===== config.mk =====
export PLATFORM = sky130hd
export DESIGN_NAME = least_loaded_token_rotator
export DESIGN_NICKNAME = d
export VERILOG_FILES = /design/src/lltr_pkg.sv /design/src/least_loaded_token_rotator.sv
export SDC_FILE = /design/constraint.sdc
export NUM_CORES = 1
export LEC_CHECK = 0
export ABC_AREA = 1
export BUFFER_PORTS_ARGS = -buffer_cell sky130_fd_sc_hd__clkbuf_2
export CORE_ASPECT_RATIO = 0.5
export CORE_MARGIN = 2
export CORE_UTILIZATION = 40
export DETAILED_ROUTE_END_ITERATION = 16
export GPL_TIMING_DRIVEN = 0
export PLACE_DENSITY_LB_ADDON = 0.15
export SLEW_MARGIN = 10
export SYNTH_ARGS = -nofsm -noshare
export SYNTH_HDL_FRONTEND = slang
export SYNTH_SLANG_ARGS = --single-unit

===== constraint.sdc =====
create_clock -name clk_i -period 4.9 [get_ports clk_i]
set_clock_uncertainty 0.15 [all_clocks]
set_input_delay 0.49 -clock clk_i [delete_from_list [all_inputs] [get_ports clk_i]]
set_output_delay 0.49 -clock clk_i [all_outputs]
set_load 0.03 [all_outputs]

===== src/lltr_pkg.sv =====
package lltr_pkg;

  // Configuration register indexes
  localparam logic [1:0] CFG_MEMBER_COUNT    = 2'd0;
  localparam logic [1:0] CFG_OCCUPANCY_LIMIT = 2'd1;
  localparam logic [1:0] CFG_HOLD_TIMEOUT    = 2'd2;
  localparam logic [1:0] CFG_IDLE_DELAY      = 2'd3;

  // Input word kinds (carried on tuser)
  localparam logic OP_COUNT = 1'b0;
  localparam logic OP_TICK  = 1'b1;

  localparam int unsigned OCC_W  = 16;
  localparam int unsigned STEP_W = 32;
  localparam int unsigned HIDX_W = 3;

  localparam logic [STEP_W-1:0] STEP_MAX = '1;

  typedef logic [OCC_W-1:0]  occ_t;
  typedef logic [STEP_W-1:0] step_t;

  // Result word as packed into m_axis_tdata (lowest bit last)
  typedef struct packed {
    logic [1:0]        pad;
    logic              switched;
    logic              kill_request;
    logic [HIDX_W-1:0] holder_index;
    logic              holder_valid;
  } result_t;

endpackage


===== src/least_loaded_token_rotator.sv =====
// Token rotator: count words (tuser = 0) store one member's occupancy and are taken
// back to back, producing no output word. Tick words (tuser = 1) advance the saturating
// step counter and produce one result word each. A tick that needs no scan goes from
// acceptance through the check and output states to the result register; a tick that
// grants the token also runs the scan state between them, reading all n effective
// members. The grant time is set by the scan over the occupancy and release-step
// memories, which delivers one member per cycle through their single read port.
// A finished result waits in the output register while the next word is accepted.
module least_loaded_token_rotator
  import lltr_pkg::*;
#(
  parameter int unsigned MAX_MEMBERS = 8
) (
  input  logic        clk_i,
  input  logic        rst_ni,
  // config write port
  input  logic        cfg_we_i,
  input  logic [1:0]  cfg_idx_i,
  input  logic [15:0] cfg_wdata_i,
  // input stream
  input  logic        s_axis_tvalid,
  output logic        s_axis_tready,
  input  logic [23:0] s_axis_tdata,   // [2:0] member_index, [18:3] occupancy, zero pad
  input  logic        s_axis_tuser,   // [0] opcode
  // output stream
  output logic        m_axis_tvalid,
  input  logic        m_axis_tready,
  output logic [7:0]  m_axis_tdata    // [0] holder_valid, [3:1] holder_index,
                                      // [4] kill_request, [5] switched, zero pad
);

  localparam int unsigned IDX_W = (MAX_MEMBERS > 1) ? $clog2(MAX_MEMBERS) : 1;
  localparam int unsigned CNT_W = $clog2(MAX_MEMBERS + 1);
  localparam int unsigned XW    = IDX_W + HIDX_W;
  localparam int unsigned NW    = CNT_W + 4;

  typedef enum logic [1:0] {
    ST_IDLE,
    ST_CHECK,
    ST_SCAN,
    ST_OUT
  } state_e;

  // config registers
  logic [3:0] cfg_member_count_q;
  occ_t       cfg_limit_q;
  occ_t       cfg_timeout_q;
  occ_t       cfg_delay_q;

  // state memories with per-entry valid bits (invalid reads as zero)
  occ_t                   occ_mem [MAX_MEMBERS];
  step_t                  rel_mem [MAX_MEMBERS];
  logic [MAX_MEMBERS-1:0] occ_vld_q;
  logic [MAX_MEMBERS-1:0] rel_vld_q;
  occ_t                   occ_rd_q;
  step_t                  rel_rd_q;
  logic                   occ_rv_q;
  logic                   rel_rv_q;

  // control state
  state_e          state_q;
  step_t           step_q;
  step_t           grant_start_q;
  step_t           delay_end_q;
  logic            delay_pending_q;
  logic            holder_present_q;
  logic [IDX_W-1:0] holder_q;
  logic            was_present_q;
  logic [IDX_W-1:0] was_holder_q;
  logic            kill_q;

  // scan state
  logic [CNT_W-1:0] scan_q;
  logic             pend_q;
  logic [IDX_W-1:0] pend_idx_q;
  logic             skip_q;
  logic [IDX_W-1:0] skip_idx_q;
  logic             found_q;
  logic [IDX_W-1:0] best_idx_q;
  occ_t             best_occ_q;
  step_t            best_rel_q;

  logic    m_tvalid_q;
  result_t m_tdata_q;

  // combinational
  logic             s_acc;
  logic [HIDX_W-1:0] in_member_index;
  occ_t             in_occupancy;
  logic [XW-1:0]    in_idx_ext;
  logic             in_idx_ok;
  logic [IDX_W-1:0] in_addr;
  logic [NW-1:0]    mc_ext;
  logic [NW-1:0]    n_clamp;
  logic [CNT_W-1:0] n_active;
  logic [IDX_W-1:0] rd_addr;
  occ_t             occ_rd;
  step_t            rel_rd;
  step_t            step_inc;
  step_t            elapsed;
  logic             tmo_hit;
  logic             lim_hit;
  logic [STEP_W:0]  dly_sum;
  step_t            dly_end;
  logic             issue;
  logic             cand_ok;
  logic             better;
  logic             scan_done;
  logic             occ_we;
  logic             rel_we;
  logic             out_free;
  logic [XW-1:0]    holder_ext;
  logic [HIDX_W-1:0] holder_out;
  logic             switched;

  // input unpacking
  assign s_acc           = s_axis_tvalid && s_axis_tready;
  assign in_member_index = s_axis_tdata[2:0];
  assign in_occupancy    = s_axis_tdata[18:3];
  assign in_idx_ext      = XW'(in_member_index);
  assign in_idx_ok       = in_idx_ext < XW'(MAX_MEMBERS);
  assign in_addr         = in_idx_ext[IDX_W-1:0];

  // effective member count, clamped to [2, MAX_MEMBERS]
  assign mc_ext = NW'(cfg_member_count_q);
  always_comb begin
    priority if (mc_ext < NW'(2)) begin
      n_clamp = NW'(2);
    end else if (mc_ext > NW'(MAX_MEMBERS)) begin
      n_clamp = NW'(MAX_MEMBERS);
    end else begin
      n_clamp = mc_ext;
    end
  end
  assign n_active = n_clamp[CNT_W-1:0];

  // memory read port: scan address, else current holder
  assign rd_addr = (state_q == ST_SCAN) ? scan_q[IDX_W-1:0] : holder_q;
  assign occ_rd  = occ_rv_q ? occ_rd_q : '0;
  assign rel_rd  = rel_rv_q ? rel_rd_q : '0;

  // tick arithmetic
  assign step_inc = (step_q == STEP_MAX) ? step_q : step_q + STEP_W'(1);
  assign elapsed  = step_q - grant_start_q;
  assign tmo_hit  = (cfg_timeout_q != '0) && (elapsed >= STEP_W'(cfg_timeout_q));
  assign lim_hit  = (cfg_limit_q != '0) && (occ_rd >= cfg_limit_q);
  assign dly_sum  = {1'b0, step_q} + (STEP_W + 1)'(cfg_delay_q);
  assign dly_end  = dly_sum[STEP_W] ? STEP_MAX : dly_sum[STEP_W-1:0];

  // scan compare: less occupancy, then earlier release, then lower index
  assign issue     = scan_q < n_active;
  assign scan_done = !issue && !pend_q;
  assign cand_ok   = pend_q && !(skip_q && (pend_idx_q == skip_idx_q));
  assign better    = !found_q || (occ_rd < best_occ_q) ||
                     ((occ_rd == best_occ_q) && (rel_rd < best_rel_q));

  assign occ_we = (state_q == ST_IDLE) && s_acc && (s_axis_tuser == OP_COUNT) && in_idx_ok;
  assign rel_we = (state_q == ST_CHECK) && (step_q != STEP_W'(1)) &&
                  !(delay_pending_q && (step_q == delay_end_q)) &&
                  holder_present_q && (tmo_hit || lim_hit);

  assign out_free = !m_tvalid_q || m_axis_tready;

  // result fields
  assign holder_ext = XW'(holder_q);
  assign holder_out = holder_present_q ? holder_ext[HIDX_W-1:0] : '0;
  assign switched   = (holder_present_q != was_present_q) ||
                      (holder_present_q && (holder_q != was_holder_q));

  assign s_axis_tready = (state_q == ST_IDLE);
  assign m_axis_tvalid = m_tvalid_q;
  assign m_axis_tdata  = m_tdata_q;

  // config writes
  always_ff @(posedge clk_i or negedge rst_ni) begin
    if (!rst_ni) begin
      cfg_member_count_q <= 4'd2;
      cfg_limit_q        <= '0;
      cfg_timeout_q      <= '0;
      cfg_delay_q        <= '0;
    end else if (cfg_we_i) begin
      unique case (cfg_idx_i)
        CFG_MEMBER_COUNT:    cfg_member_count_q <= cfg_wdata_i[3:0];
        CFG_OCCUPANCY_LIMIT: cfg_limit_q        <= cfg_wdata_i;
        CFG_HOLD_TIMEOUT:    cfg_timeout_q      <= cfg_wdata_i;
        CFG_IDLE_DELAY:      cfg_delay_q        <= cfg_wdata_i;
        default: ;
      endcase
    end
  end

  // occupancy memory
  always_ff @(posedge clk_i) begin
    if (occ_we) begin
      occ_mem[in_addr] <= in_occupancy;
    end
    occ_rd_q <= occ_mem[rd_addr];
  end

  // release-step memory
  always_ff @(posedge clk_i) begin
    if (rel_we) begin
      rel_mem[holder_q] <= step_q;
    end
    rel_rd_q <= rel_mem[rd_addr];
  end

  // valid bits and registered read valids
  always_ff @(posedge clk_i or negedge rst_ni) begin
    if (!rst_ni) begin
      occ_vld_q <= '0;
      rel_vld_q <= '0;
      occ_rv_q  <= 1'b0;
      rel_rv_q  <= 1'b0;
    end else begin
      if (occ_we) begin
        occ_vld_q[in_addr] <= 1'b1;
      end
      if (rel_we) begin
        rel_vld_q[holder_q] <= 1'b1;
      end
      occ_rv_q <= occ_vld_q[rd_addr];
      rel_rv_q <= rel_vld_q[rd_addr];
    end
  end

  // main sequencer
  always_ff @(posedge clk_i or negedge rst_ni) begin
    if (!rst_ni) begin
      state_q          <= ST_IDLE;
      step_q           <= '0;
      grant_start_q    <= '0;
      delay_end_q      <= '0;
      delay_pending_q  <= 1'b0;
      holder_present_q <= 1'b0;
      holder_q         <= '0;
      was_present_q    <= 1'b0;
      was_holder_q     <= '0;
      kill_q           <= 1'b0;
      scan_q           <= '0;
      pend_q           <= 1'b0;
      pend_idx_q       <= '0;
      skip_q           <= 1'b0;
      skip_idx_q       <= '0;
      found_q          <= 1'b0;
      best_idx_q       <= '0;
      best_occ_q       <= '0;
      best_rel_q       <= '0;
      m_tvalid_q       <= 1'b0;
      m_tdata_q        <= '0;
    end else begin
      // output word leaves; a new one is loaded only from ST_OUT
      if (m_tvalid_q && m_axis_tready && (state_q != ST_OUT)) begin
        m_tvalid_q <= 1'b0;
      end

      unique case (state_q)
        ST_IDLE: begin
          if (s_acc && (s_axis_tuser == OP_TICK)) begin
            step_q        <= step_inc;
            was_present_q <= holder_present_q;
            was_holder_q  <= holder_q;
            kill_q        <= 1'b0;
            state_q       <= ST_CHECK;
          end
        end

        // holder occupancy is on the read port now
        ST_CHECK: begin
          scan_q     <= '0;
          pend_q     <= 1'b0;
          found_q    <= 1'b0;
          skip_idx_q <= holder_q;
          priority if (step_q == STEP_W'(1)) begin
            skip_q  <= 1'b0;
            state_q <= ST_SCAN;
          end else if (delay_pending_q && (step_q == delay_end_q)) begin
            delay_pending_q <= 1'b0;
            skip_q          <= 1'b0;
            kill_q          <= 1'b1;
            state_q         <= ST_SCAN;
          end else if (holder_present_q && (tmo_hit || lim_hit)) begin
            if ((cfg_delay_q == '0) || tmo_hit) begin
              delay_pending_q <= 1'b0;
              skip_q          <= 1'b1;
              kill_q          <= !tmo_hit;
              state_q         <= ST_SCAN;
            end else begin
              delay_end_q      <= dly_end;
              delay_pending_q  <= 1'b1;
              holder_present_q <= 1'b0;
              holder_q         <= '0;
              state_q          <= ST_OUT;
            end
          end else begin
            state_q <= ST_OUT;
          end
        end

        // one member read per cycle, compared in the next cycle
        ST_SCAN: begin
          pend_q     <= issue;
          pend_idx_q <= scan_q[IDX_W-1:0];
          if (issue) begin
            scan_q <= scan_q + CNT_W'(1);
          end
          if (cand_ok && better) begin
            found_q    <= 1'b1;
            best_idx_q <= pend_idx_q;
            best_occ_q <= occ_rd;
            best_rel_q <= rel_rd;
          end
          if (scan_done) begin
            holder_q         <= best_idx_q;
            holder_present_q <= 1'b1;
            grant_start_q    <= step_q;
            state_q          <= ST_OUT;
          end
        end

        ST_OUT: begin
          if (out_free) begin
            m_tvalid_q             <= 1'b1;
            m_tdata_q.pad          <= '0;
            m_tdata_q.switched     <= switched;
            m_tdata_q.kill_request <= kill_q;
            m_tdata_q.holder_index <= holder_out;
            m_tdata_q.holder_valid <= holder_present_q;
            state_q                <= ST_IDLE;
          end
        end

        default: state_q <= ST_IDLE;
      endcase
    end
  end

  // a pending delay means nobody holds the token
  assert property (@(posedge clk_i) disable iff (!rst_ni)
    delay_pending_q |-> !holder_present_q)
    else $error("delay pending while a holder is present");

  // a handover scan never lands on the member it excludes
  assert property (@(posedge clk_i) disable iff (!rst_ni)
    ((state_q == ST_SCAN) && scan_done && skip_q) |->
      (found_q && (best_idx_q != skip_idx_q)))
    else $error("handover granted back to the released holder");

  // every accepted tick enters the decision state next
  assert property (@(posedge clk_i) disable iff (!rst_ni)
    (s_acc && (s_axis_tuser == OP_TICK)) |=> (state_q == ST_CHECK))
    else $error("tick word not processed");

endmodule


---- Word-level counts from Yosys, hierarchy flattened ----
Memory sizes are Yosys's and may differ from the RTL's. A register that Yosys moved wholly into a read port is not among the register bits.
Index checks and enable logic that the tools add are counted.
cells by class
  muxes and demuxes ....................... 60
  magnitude comparators ................... 13
  add/sub/neg operators ................... 4
  bitwise operators ....................... 7
  reductions and logical operators ........ 63
  equal/unequal tests ..................... 26
operator list
  operator               number
  $mux 32                2
  $add 32x16->33         1
  $add 32x1->32 const B  1
  $eq 32x1->1 const B    1
  $eq 32x32->1           1
  $eq 32x32->1 const B   1
  $ge 32x16->1           1
  $lt 32x32->1           1
  $ne 32x1->1 const B    1
  $reduce_bool 16->1     2
  $sub 32x32->32         1
  $mux 1                 30
  $logic_and 1x1->1      23
  $mux 3                 7
  $reduce_and 2->1       10
  $eq 16x16->1           1
  $ge 16x16->1           1
  $logic_not 16->1       1
  $lt 16x16->1           1
  $lt 3x4->1 const B     4
  $mux 16                1
  $or 8x8->8             2
  $ne 2x2->1 const B     7
  $mux 2                 6
  other kinds (28)       66
storage, ports and cells
  memories ................................ 2
  RAM bits ................................ 384
  register bits ........................... 249
  output and inout port bits .............. 10
memories
  name     depth  width  read ports  clocked after memory_dff  write ports  RTL line                          text
  rel_mem  8      32     1           1                         1            least_loaded_token_rotator.sv:52  step_t rel_mem [MAX_MEMBERS];
  occ_mem  8      16     1           1                         1            least_loaded_token_rotator.sv:51  occ_t occ_mem [MAX_MEMBERS];

---- Logic depth before layout (Yosys ltp) ----
Gate-level depths: netlist (run 1).
  depth after elaboration ................. 9
  gate-level depth with buffers ........... 31
  gate-level depth less buffers ........... 31

---- Worst setup path after synthesis (run 1) ----
No wires, ideal clock.
  kind .................................... reg2reg
  start point ............................. register step_q[0]
  end point ............................... memory rel_mem[0][0] (netlist name), enable pin
  arrival ................................. 4.415 ns
  cell stages (with the launch flop) ...... 26
  clock period less this slack ............ 4.986 ns
  slack ................................... -0.086 ns
  cell sequence ........................... dfrtp_1 -> inv_1 -> ha_1 -> fa_1 -> inv_1 -> nand2_1 -> nand2_1 -> nand3_1 -> nand2_1 -> xor2_1 -> ha_1 -> a21oi_1 -> o31a_1 -> nand2_1 -> nand2_1 -> nand2_1 -> nor2_1 -> nand2_1 -> nor2_1 -> nand2_1 -> nand2_2 -> nand2_1 -> nand2_2 -> nor2_2 -> nand2_1 -> nor2_1
on the way
  cells in the longest elaborated chain, start to end .. 8
  elaborated cells on any way between the ends .. 14
  those cells by class .................... 1 x add/sub; 1 x order compare; 2 x eq/ne; 2 x mux; 8 x reduce/logical
RTL lines
  what                                                    RTL line                           text
  from (decl)                                             least_loaded_token_rotator.sv:62   step_t step_q;
  from (signal assigned)                                  least_loaded_token_rotator.sv:260  step_q <= step_inc;
  branches (longest 5 deep; another with $sub 32x32->32)  -
  $logic_and 1x1->1 (*)                                   least_loaded_token_rotator.sv:160  holder_present_q && (tmo_hit || lim_hit);
  $mux 1 (*)                                              least_loaded_token_rotator.sv:202  if (rel_we) begin
  $mux 1 (implied by the code) (*)                        least_loaded_token_rotator.sv:203  rel_mem[holder_q] <= step_q;
  to (decl)                                               least_loaded_token_rotator.sv:52
Every way passes the cells marked *.

---- Worst setup path after layout (run 1) ----
  start point ............................. register step_q[13]
  end point ............................... memory rel_mem[1][28] (netlist name), enable pin
The elaborated chain is that of the path after synthesis.

==> results of run 1 <==
[power by group through the flow]
stage          clock [W]  sequential [W]  combinational [W]
2_1_floorplan          0         0.00716            0.00523
3_3_place_gp           0         0.00731            0.00755
3_5_place_dp           0         0.00732            0.00768
4_1_cts          0.00539         0.00717            0.00782
5_1_grt          0.00564         0.00726            0.00891
6_report         0.00530         0.00718            0.00782
[sequential cells by signal (all words and copies together) (netlist names), 8 cells and up]
register / cells
best_occ_q: 16
best_rel_q: 32
cfg_delay_q: 16
cfg_limit_q: 16
cfg_timeout_q: 16
delay_end_q: 32
grant_start_q: 32
occ_mem: 128
occ_rd_q: 16
occ_vld_q: 8
rel_mem: 256
rel_rd_q: 32
rel_vld_q: 8
step_q: 32
[cell usage in the layout, fill, tap and decap left out, types with 5 or more instances in the layout]
| cell | count |
|---|---|
| nand2_1 | 769 |
| buf_4 | 11 |
| inv_1 | 446 |
| clkinv_4 | 6 |
| nand2_4 | 5 |
| nand4_1 | 38 |
| dlygate4sd3_1 | 13 |
| xor2_1 | 65 |
| xnor2_1 | 12 |
| o21bai_1 | 5 |
| a31oi_1 | 52 |
| bufinv_16 | 5 |
| buf_12 | 12 |
| clkinvlp_4 | 6 |
| clkbuf_2 | 49 |
| nor2_1 | 472 |
| nand2_2 | 7 |
| o21ai_0 | 347 |
| buf_8 | 9 |
| clkbuf_8 | 6 |
| nor4_1 | 27 |
| dfrtp_4 | 5 |
| dfxtp_1 | 48 |
| nor2_2 | 12 |
| nor2_4 | 9 |
| buf_16 | 6 |
| buf_1 | 11 |
| edfxtp_1 | 384 |
| clkinv_2 | 11 |
| a21oi_1 | 98 |
| o22ai_1 | 49 |
| dfrtp_2 | 10 |
| nand3_1 | 125 |
| ha_1 | 133 |
| clkbuf_1 | 128 |
| nor3_1 | 25 |
| or2_2 | 11 |
| dfrtp_1 | 233 |
| clkbuf_16 | 69 |
[cell type report]
| class | instances | area [sq um] |
|---|---|---|
| Fill cell | 7757 | 43800 |
| Sequential cell | 681 | 18800 |
| Multi-Input combinational cell | 2319 | 11900 |
| Clock buffer | 89 | 1850 |
| Inverter | 451 | 1700 |
| Tap cell | 1102 | 1380 |
| Timing Repair Buffer | 99 | 1000 |
| Buffer | 133 | 531 |
| Clock inverter | 32 | 355 |
[routing by layer]
| layer | up-vias | track usage, % |
|---|---|---|
| met5 | - | 0 |
| met4 | 0 | 5.01 |
| met3 | 112 | 3.24 |
| met2 | 614 | 36.7 |
| met1 | 12100 | 33.6 |
| li1 | 12200 | - |
[what timing repair did]
action / in CTS / in global routing
gates resized for setup: 21 / 17
buffers inserted: 15 / 2
cloned: 0 / 0
hold buffers: 13 / 0
pin swaps: 8 / 3
hold endpoints to repair: 163 / 0
setup endpoints to repair: 304 / 289
[worst max-delay path by stage]
stage	to	slack [ns]
after global placement	rel_mem[2][26]	-3.30
after detailed placement	rel_mem[2][26]	-1.28
after global routing	rel_mem[0][19]	0.01
after floorplan	rel_mem[0][0]	-0.09
final	rel_mem[1][28]	0.19
after CTS	rel_mem[4][6]	0.04
[metrics by stage]
stage          instance area (sq um)  instances
6_report                       37500       4906
3_5_place_dp                   34800       4755
3_3_place_gp                   34400       4736
4_1_cts                        37400       4904
2_1_floorplan                  32700       3584
5_1_grt                        37500       4906
[cells by family after synthesis]
group | synth area share, %
compound gates | 9.44
xor+xnor | 2.09
fa+ha+maj | 5.32
buf+inv | 6.81
flops | 57.2
other cells | 0.0115
simple gates | 19.1
[worst register-to-register path, cell delays in order (launching register included)]
cell and delay (ns):
dfrtp_2 0.58, ha_2 0.49, nand2_1 0.13, nor2_2 0.22
and3_1 0.25, nand2_1 0.07, nand2_1 0.15, xor2_1 0.11
ha_1 0.28, nand2_1 0.07, o21ai_2 0.21, a21oi_1 0.07
nand3_1 0.10, nor2_1 0.06, nand2_1 0.05, nor2_1 0.04
nand2_1 0.16, nand2_2 0.19, nand2_2 0.15, nand2_4 0.10
nor2_4 0.22, nand2_4 0.13, nor2_4 0.20, buf_12 0.21
==> impl_summary.log, run 1 <==
[metrics] run status: completed
[metrics] Hold Worst Slack: 0.0318 ns
[metrics] combined buffer and inverter count along the critical path: 1
[metrics] share of final-layout standard cells stronger than drive strength 1: 7.41%
[metrics] TritonCTS Buffers: 67
[metrics] global placement routability congestion: 0.904
[metrics] number of max-slew violations in the final report: 0
[metrics] DR vias: 25.0k
[metrics] clock insertion delay at the later pin of the skew report: 0.64 ns
[metrics] post-route setup slack: 0.194 ns
[metrics] Detailed Route Iter0 Violations: 2268
[metrics] Diodes inserted: 0
[metrics] drt first pass iters: 7
[metrics] synthesized area divided by synthesized cell count: 9.13 sq um
[metrics] number of unique standard cell types used by synthesis: 55
[metrics] wl on met1: 46600 microns
[metrics] Least-Margin Pin Slew: 1.08 ns
[metrics] DPL Wire Length: 69800 microns
[metrics] average wire per standard cell: 19.8 microns
[metrics] pin count of the biggest net entering global routing: 89
[metrics] number of enable-type register cells in the synthesized netlist: 384
[metrics] number of cells on the critical path: 23
[metrics] Mapped Area: 0.0327 sq mm
[metrics] switching power as a share of total power: 39.7%
[metrics] endpoints failing setup: 0
[metrics] total overflow reported by the global router: 0
[metrics] worst hold endpoint: occ_mem[7][11]
[metrics] power consumption: 0.0203 W
[metrics] clock transition at the registers of the reported paths: 0.06 ns
[metrics] vias in the first global route: 23.8k
[metrics] setup TNS: 0 ns
[metrics] combinational share of power: 38.5%
[metrics] number of nets in the finished design: 3938
[metrics] TritonCTS clock tree: yes
[metrics] endpoint type of the worst setup path: flop
[metrics] total I/O pin count: 58
[metrics] share of synthesized area occupied by flip-flops and latches: 57.2%
[metrics] list of most frequent post-synthesis cells: 773 x nand2_1, 488 x nor2_1, 447 x inv_1
[metrics] most common cell type on the critical path: nand2_1
[metrics] register-to-register setup slack: 0.19 ns
[metrics] CTS H-Tree Depth: 3
[metrics] Crit path required time: 5.07 ns
[metrics] sw power: 0.00807 W
[metrics] post-route clock period utilization: 96.0%
[metrics] count leader, synth: nand2_1
[metrics] sequential fraction of design power: 35.4%
[metrics] Placement Rows: 74
[metrics] number of input and output port buffers inserted: 50
[metrics] count of cells along the worst hold path: 1
[metrics] overall die height: 206 microns
[metrics] Leakage: 16.7 nW
[metrics] Area growth, synth to finish: 14.6%
[metrics] starting density of the core: 40.3%
[metrics] Crit Reg-Reg Endpoint: rel_mem[1][28]
[metrics] Post-Synthesis Cells: 3583
[metrics] origin of the worst min-delay path: s_axis_tdata[14]
[metrics] max-slew headroom at the worst pin: 28.2%
[metrics] worst reg2reg startpoint: step_q[13]
[metrics] routed via count divided by cell count: 5.10
[metrics] register bit total from synthesis: 681
[metrics] library cell occupying the most area in the post-synthesis netlist: edfxtp_1
[metrics] number of antenna violations at the first check in global routing: 6
[metrics] total of warnings raised by yosys: 0
[metrics] endpoints failing hold: 0
[metrics] DP Worst Slack: -1.28 ns
[metrics] Max-cap violations: 0
[metrics] horizontal die dimension: 408 microns
[metrics] Post-synth top flop: edfxtp_1
[metrics] DRC: 0
[metrics] Setup crit start: step_q[13]
[metrics] Clk pwr share: 26.1%
[metrics] fraction of post-synthesis cell area in the top cell type by area: 35.2%
[metrics] CP cell instances: ha_2, nand2_1, nor2_2, and3_1, nand2_1, nand2_1, xor2_1, ha_1, nand2_1, o21ai_2, a21oi_1, nand3_1, nor2_1, nand2_1, nor2_1, nand2_1, nand2_2, nand2_2, nand2_4, nor2_4, nand2_4, nor2_4, buf_12
[metrics] highest routed layer: met4
[metrics] CP Class: flop to flop
[metrics] Tot GR Track Use: 23.1%
[metrics] class of the tightest hold or removal check: input port to flop
[metrics] Setup crit start kind: flop
[metrics] total die area: 0.0842 sq mm
[metrics] worst vdd ir: 0.000247 V
[metrics] CTS Root Buffer Type: clkbuf_16
[metrics] deepest clock path buffer count: 3
[metrics] Worst path top cell family by delay: simple AND/OR/NAND/NOR gates
[metrics] cell-internal power: 0.0122 W
[metrics] Routed met2 length: 43300 microns
[metrics] detailed route wirelength on metal3: 5400 microns
[metrics] max frequency: 0.213 GHz
[metrics] utilization after layout: 46.1%
[metrics] highest cell delay on the worst timing path: 0.58 ns
[metrics] pwr/cell area: 541 mW/mm^2
[metrics] worst endpoint data arrival time: 4.88 ns
[metrics] post-layout min period: 4.71 ns
[metrics] final WL: 97000 microns
[metrics] Worst Reg2Reg Path Length in Cells: 23
[metrics] RSZ-0062 raised after global routing: false
[metrics] ranking of synthesized cells by area: edfxtp_1 35%, dfrtp_1 19%, nand2_1 8.9%
[metrics] floorplan core area: 0.0813 sq mm
[metrics] CP max FO: 21
[metrics] number of antenna-violating nets in the routed design: 0
[metrics] clock net sink count: 681
[metrics] critical path's slowest cell: dfrtp_2
[metrics] share of synthesized flip-flops with an asynchronous set or reset: 36.6%
[metrics] wire length of the first global-routing pass: 146000 microns
Note: power is estimated with default switching activity, not from simulation.
==> run 2: changes to the inputs <==
--- a/config.mk
+++ b/config.mk
@@ -5,7 +5,6 @@
 export SDC_FILE = /design/constraint.sdc
 export NUM_CORES = 1
 export LEC_CHECK = 0
-export ABC_AREA = 1
 export BUFFER_PORTS_ARGS = -buffer_cell sky130_fd_sc_hd__clkbuf_2
 export CORE_ASPECT_RATIO = 0.5
 export CORE_MARGIN = 2
@@ -13,6 +12,7 @@
 export DETAILED_ROUTE_END_ITERATION = 16
 export GPL_TIMING_DRIVEN = 0
 export PLACE_DENSITY_LB_ADDON = 0.15
+export SKIP_CTS_REPAIR_TIMING = 1
 export SLEW_MARGIN = 10
 export SYNTH_ARGS = -nofsm -noshare
 export SYNTH_HDL_FRONTEND = slang
==> constraint.sdc (replaced) <==
create_clock -name clk_i -period 4.9 [get_ports clk_i]
set_clock_uncertainty 0.15 [all_clocks]
set_input_delay 0.98 -clock clk_i [delete_from_list [all_inputs] [get_ports clk_i]]
set_output_delay 0.98 -clock clk_i [all_outputs]
set_load 0.03 [all_outputs]
==> run 2 against run 1 <==
Against the previous run: the run now ends with antenna violations, negative setup slack left; count of clock-buffer cells in the layout increased by 4; final cell count decreased by 28%; core utilization increased by 0.68 points; flip-flop and latch count unchanged; largest power group unchanged; highest routed layer unchanged.
==> impl_summary.log, run 2 <==
[metrics] Detailed Route Iter0 Violations: 1425
[metrics] Reg with most FFs: rel_mem
[metrics] number of enable-type register cells in the synthesized netlist: 384
[metrics] number of unique standard cell types used by synthesis: 76
[metrics] routed via count divided by cell count: 5.46
[metrics] Tot GR Track Use: 19.5%
[metrics] setup TNS: -228.35 ns
[metrics] area share of and/or/nand/nor cells after synthesis: 8.04%
[metrics] most frequent cells in the layout: 384 x edfxtp_1, 234 x dfrtp_1, 194 x mux2_2
[metrics] Post-Layout Inst Area: 0.0364 sq mm
[metrics] Max-cap violations: 0
[metrics] flip-flop count of the largest register after layout: 256
[metrics] sequential fraction of design power: 36.5%
[metrics] max frequency: 0.175 GHz
[metrics] global placement routability congestion: 0.820
[metrics] wire length of the first global-routing pass: 120000 microns
[metrics] biggest regs: rel_mem (256), occ_mem (128)
[metrics] CTS H-Tree Depth: 3
[metrics] CP max FO: 8
[metrics] Crit path required time: 5.11 ns
[metrics] Leakage: 14.8 nW
[metrics] cell-internal power: 0.0135 W
[metrics] number of antenna-violating nets in the routed design: 1
[metrics] combinational share of power: 37.5%
[metrics] endpoint type of the worst setup path: flop
[metrics] pin count of the biggest net entering global routing: 91
[metrics] overall die height: 203 microns
[metrics] number of nets in the finished design: 2609
[metrics] post-layout min period: 5.71 ns
[metrics] Area growth, synth to finish: 15.0%
[metrics] Post-Synth XOR/XNOR Area: 2.82%
[metrics] CTS Root Buffer Type: clkbuf_16
[metrics] total I/O pin count: 58
[metrics] DP Worst Slack: -2.94 ns
[metrics] number of antenna violations at the first check in global routing: 0
[metrics] number of max-slew violations in the final report: 0
[metrics] Synth Area in Compound Gates: 5.99%
[metrics] share of synthesized area occupied by flip-flops and latches: 59.1%
[metrics] Least-Margin Pin Slew: 1.08 ns
[metrics] Post-Synthesis Cells: 2252
[metrics] deepest clock path buffer count: 3
[metrics] post-route setup slack: -0.811 ns
[metrics] clock net sink count: 681
[metrics] clock transition at the registers of the reported paths: 0.06 ns
[metrics] CP Class: flop to flop
[metrics] post-synthesis share of cell area spent on full adders, half adders and majority gates: 5.50%
[metrics] sw power: 0.00698 W
[metrics] synthesized area divided by synthesized cell count: 14.1 sq um
[metrics] share of final-layout standard cells stronger than drive strength 1: 25.5%
[metrics] total of warnings raised by yosys: 0
[metrics] starting density of the core: 40.7%
[metrics] final WL: 83300 microns
[metrics] Setup crit start kind: flop
[metrics] drt first pass iters: 4
[metrics] register bit total from synthesis: 681
[metrics] TritonCTS clock tree: yes
[metrics] count leader, synth: edfxtp_1
[metrics] Post-synth top flop: edfxtp_1
[metrics] violated checks: antenna violations, negative setup slack
[metrics] register-to-register setup slack: -0.81 ns
[metrics] class of the tightest hold or removal check: input port to asynchronous set/reset pin
[metrics] ranking of synthesized cells by area: edfxtp_1 36%, dfrtp_1 20%, mux4_2 7.1%
[metrics] total die area: 0.0816 sq mm
[metrics] Placement Rows: 72
[metrics] endpoints failing setup: 304
[metrics] Placement Cell Area: 0.0335 sq mm
[metrics] vias in the first global route: 18.9k
[metrics] most common cell after layout, fill and taps aside: edfxtp_1
[metrics] Clk pwr share: 25.9%
[metrics] DR vias: 19.2k
[metrics] share of synthesized flip-flops with an asynchronous set or reset: 36.6%
[metrics] average wire per standard cell: 23.7 microns
[metrics] fraction of post-synthesis cell area in the top cell type by area: 36.4%
[metrics] DPL Wire Length: 54300 microns
[metrics] worst vdd ir: 0.000262 V
[metrics] pwr/cell area: 562 mW/mm^2
[metrics] worst endpoint data arrival time: 5.92 ns
[metrics] combinational family with the most area after synthesis: multiplexers
[metrics] post-route clock period utilization: 117%
[metrics] DRC: 0
[metrics] library cell occupying the most area in the post-synthesis netlist: edfxtp_1
[metrics] endpoints failing hold: 0
[metrics] Mapped Area: 0.0317 sq mm
[metrics] TritonCTS Buffers: 66
[metrics] share of cell area taken by muxes after synthesis: 15.7%
[metrics] list of most frequent post-synthesis cells: 384 x edfxtp_1, 248 x dfrtp_1, 194 x mux2_2
[metrics] floorplan core area: 0.0778 sq mm
[metrics] total overflow reported by the global router: 0
[metrics] clock insertion delay at the later pin of the skew report: 0.64 ns
[metrics] RSZ-0062 raised after global routing: true
[metrics] switching power as a share of total power: 34.1%
[metrics] horizontal die dimension: 402 microns
[metrics] run status: complete, but fails checks
[metrics] max-slew headroom at the worst pin: 25.7%
[metrics] number of input and output port buffers inserted: 50
-- run 2: changes by cell type in the layout (fill, tap and decap cells not counted), sizes merged, moves of 90 or more --
cell	delta
nand2	-668
nor2	-421
o21ai	-287
mux4	+100
inv	-318
nand3	-90
mux2	+223
-- run 2: layout make-up --
type                       count  area [sq um]
inverter                     132           502
buffer                        94           412
tap                         1036          1300
multi-input combinational   1361         12500
fill                        6891         41400
sequential                   681         18800
timing repair buffer          87           677
antenna                        5          12.5
clock buffer                  93          1850
clock inverter                29           384
-- run 2: logic make-up (layout without fill, tap and decap cells) --
group	Yosys count	after routing
DFF	681	681
and+or+nand+nor	485	503
muxes	333	333
AOI/OAI and AO/OA	282	283
buffers and inverters	230	435
adders and majority gates	138	138
xor gates and xnor gates	102	102
other	1	7
-- run 2: routing by layer --
metal / routed length, microns / track usage, %
met5: 0 / 0
met4: 1520 / 4.83
met3: 3500 / 2.77
met2: 36500 / 29.8
met1: 41700 / 29.1
-- run 2: worst paths after layout --
check                              endpoint         start  cells past startpoint
max reg2reg                  rel_mem[3][30]     step_q[1]                     22
min                        cfg_timeout_q[8]        rst_ni                      1
max in group asynchronous    best_rel_q[21]        rst_ni                      3
min reg2reg                    occ_vld_q[7]  occ_vld_q[7]                      1
min in group clk_i             occ_vld_q[7]  occ_vld_q[7]                      1
max                          rel_mem[3][30]     step_q[1]                     22
-- run 2: worst max-delay path, cell delays in order, from the launching register on --
cell	delay [ns]
dfrtp_4	0.53
ha_4	0.25
nor2b_1	0.13
o31a_1	0.33
o21a_4	0.24
a21oi_4	0.17
o21ai_0	0.12
xor2_1	0.33
ha_1	0.33
a21oi_1	0.19
o21ai_2	0.10
a21oi_4	0.16
nand4_1	0.27
a31oi_4	0.30
nand4_1	0.20
nor4_4	0.22
a41oi_2	0.16
buf_6	0.17
or2_1	0.22
buf_6	0.14
o21a_4	0.26
clkbuf_16	0.18
and3_4	0.26
-- run 2: power groups by stage --
| stage | sequential, W | clock (W) | combinational (W) |
|---|---|---|---|
| after detailed placement | 0.00766 | 0 | 0.00694 |
| after global routing | 0.00756 | 0.00564 | 0.00847 |
| after floorplan | 0.00740 | 0 | 0.00500 |
| final | 0.00748 | 0.00530 | 0.00769 |
| after CTS | 0.00755 | 0.00541 | 0.00699 |
| after global placement | 0.00765 | 0 | 0.00689 |
-- run 2: per-stage QoR --
step | instances | total power [W] | utilization [%] | hold WS, ns
after floorplan | 2253 | 0.0124 | - | 0.273
after global placement | 3339 | 0.0145 | 42.7 | 0.297
after detailed placement | 3352 | 0.0146 | 43.0 | 0.298
after CTS | 3474 | 0.0200 | 45.9 | 0.242
after global routing | 3513 | 0.0217 | 46.8 | 0.256
final | 3518 | 0.0205 | 46.8 | 0.219
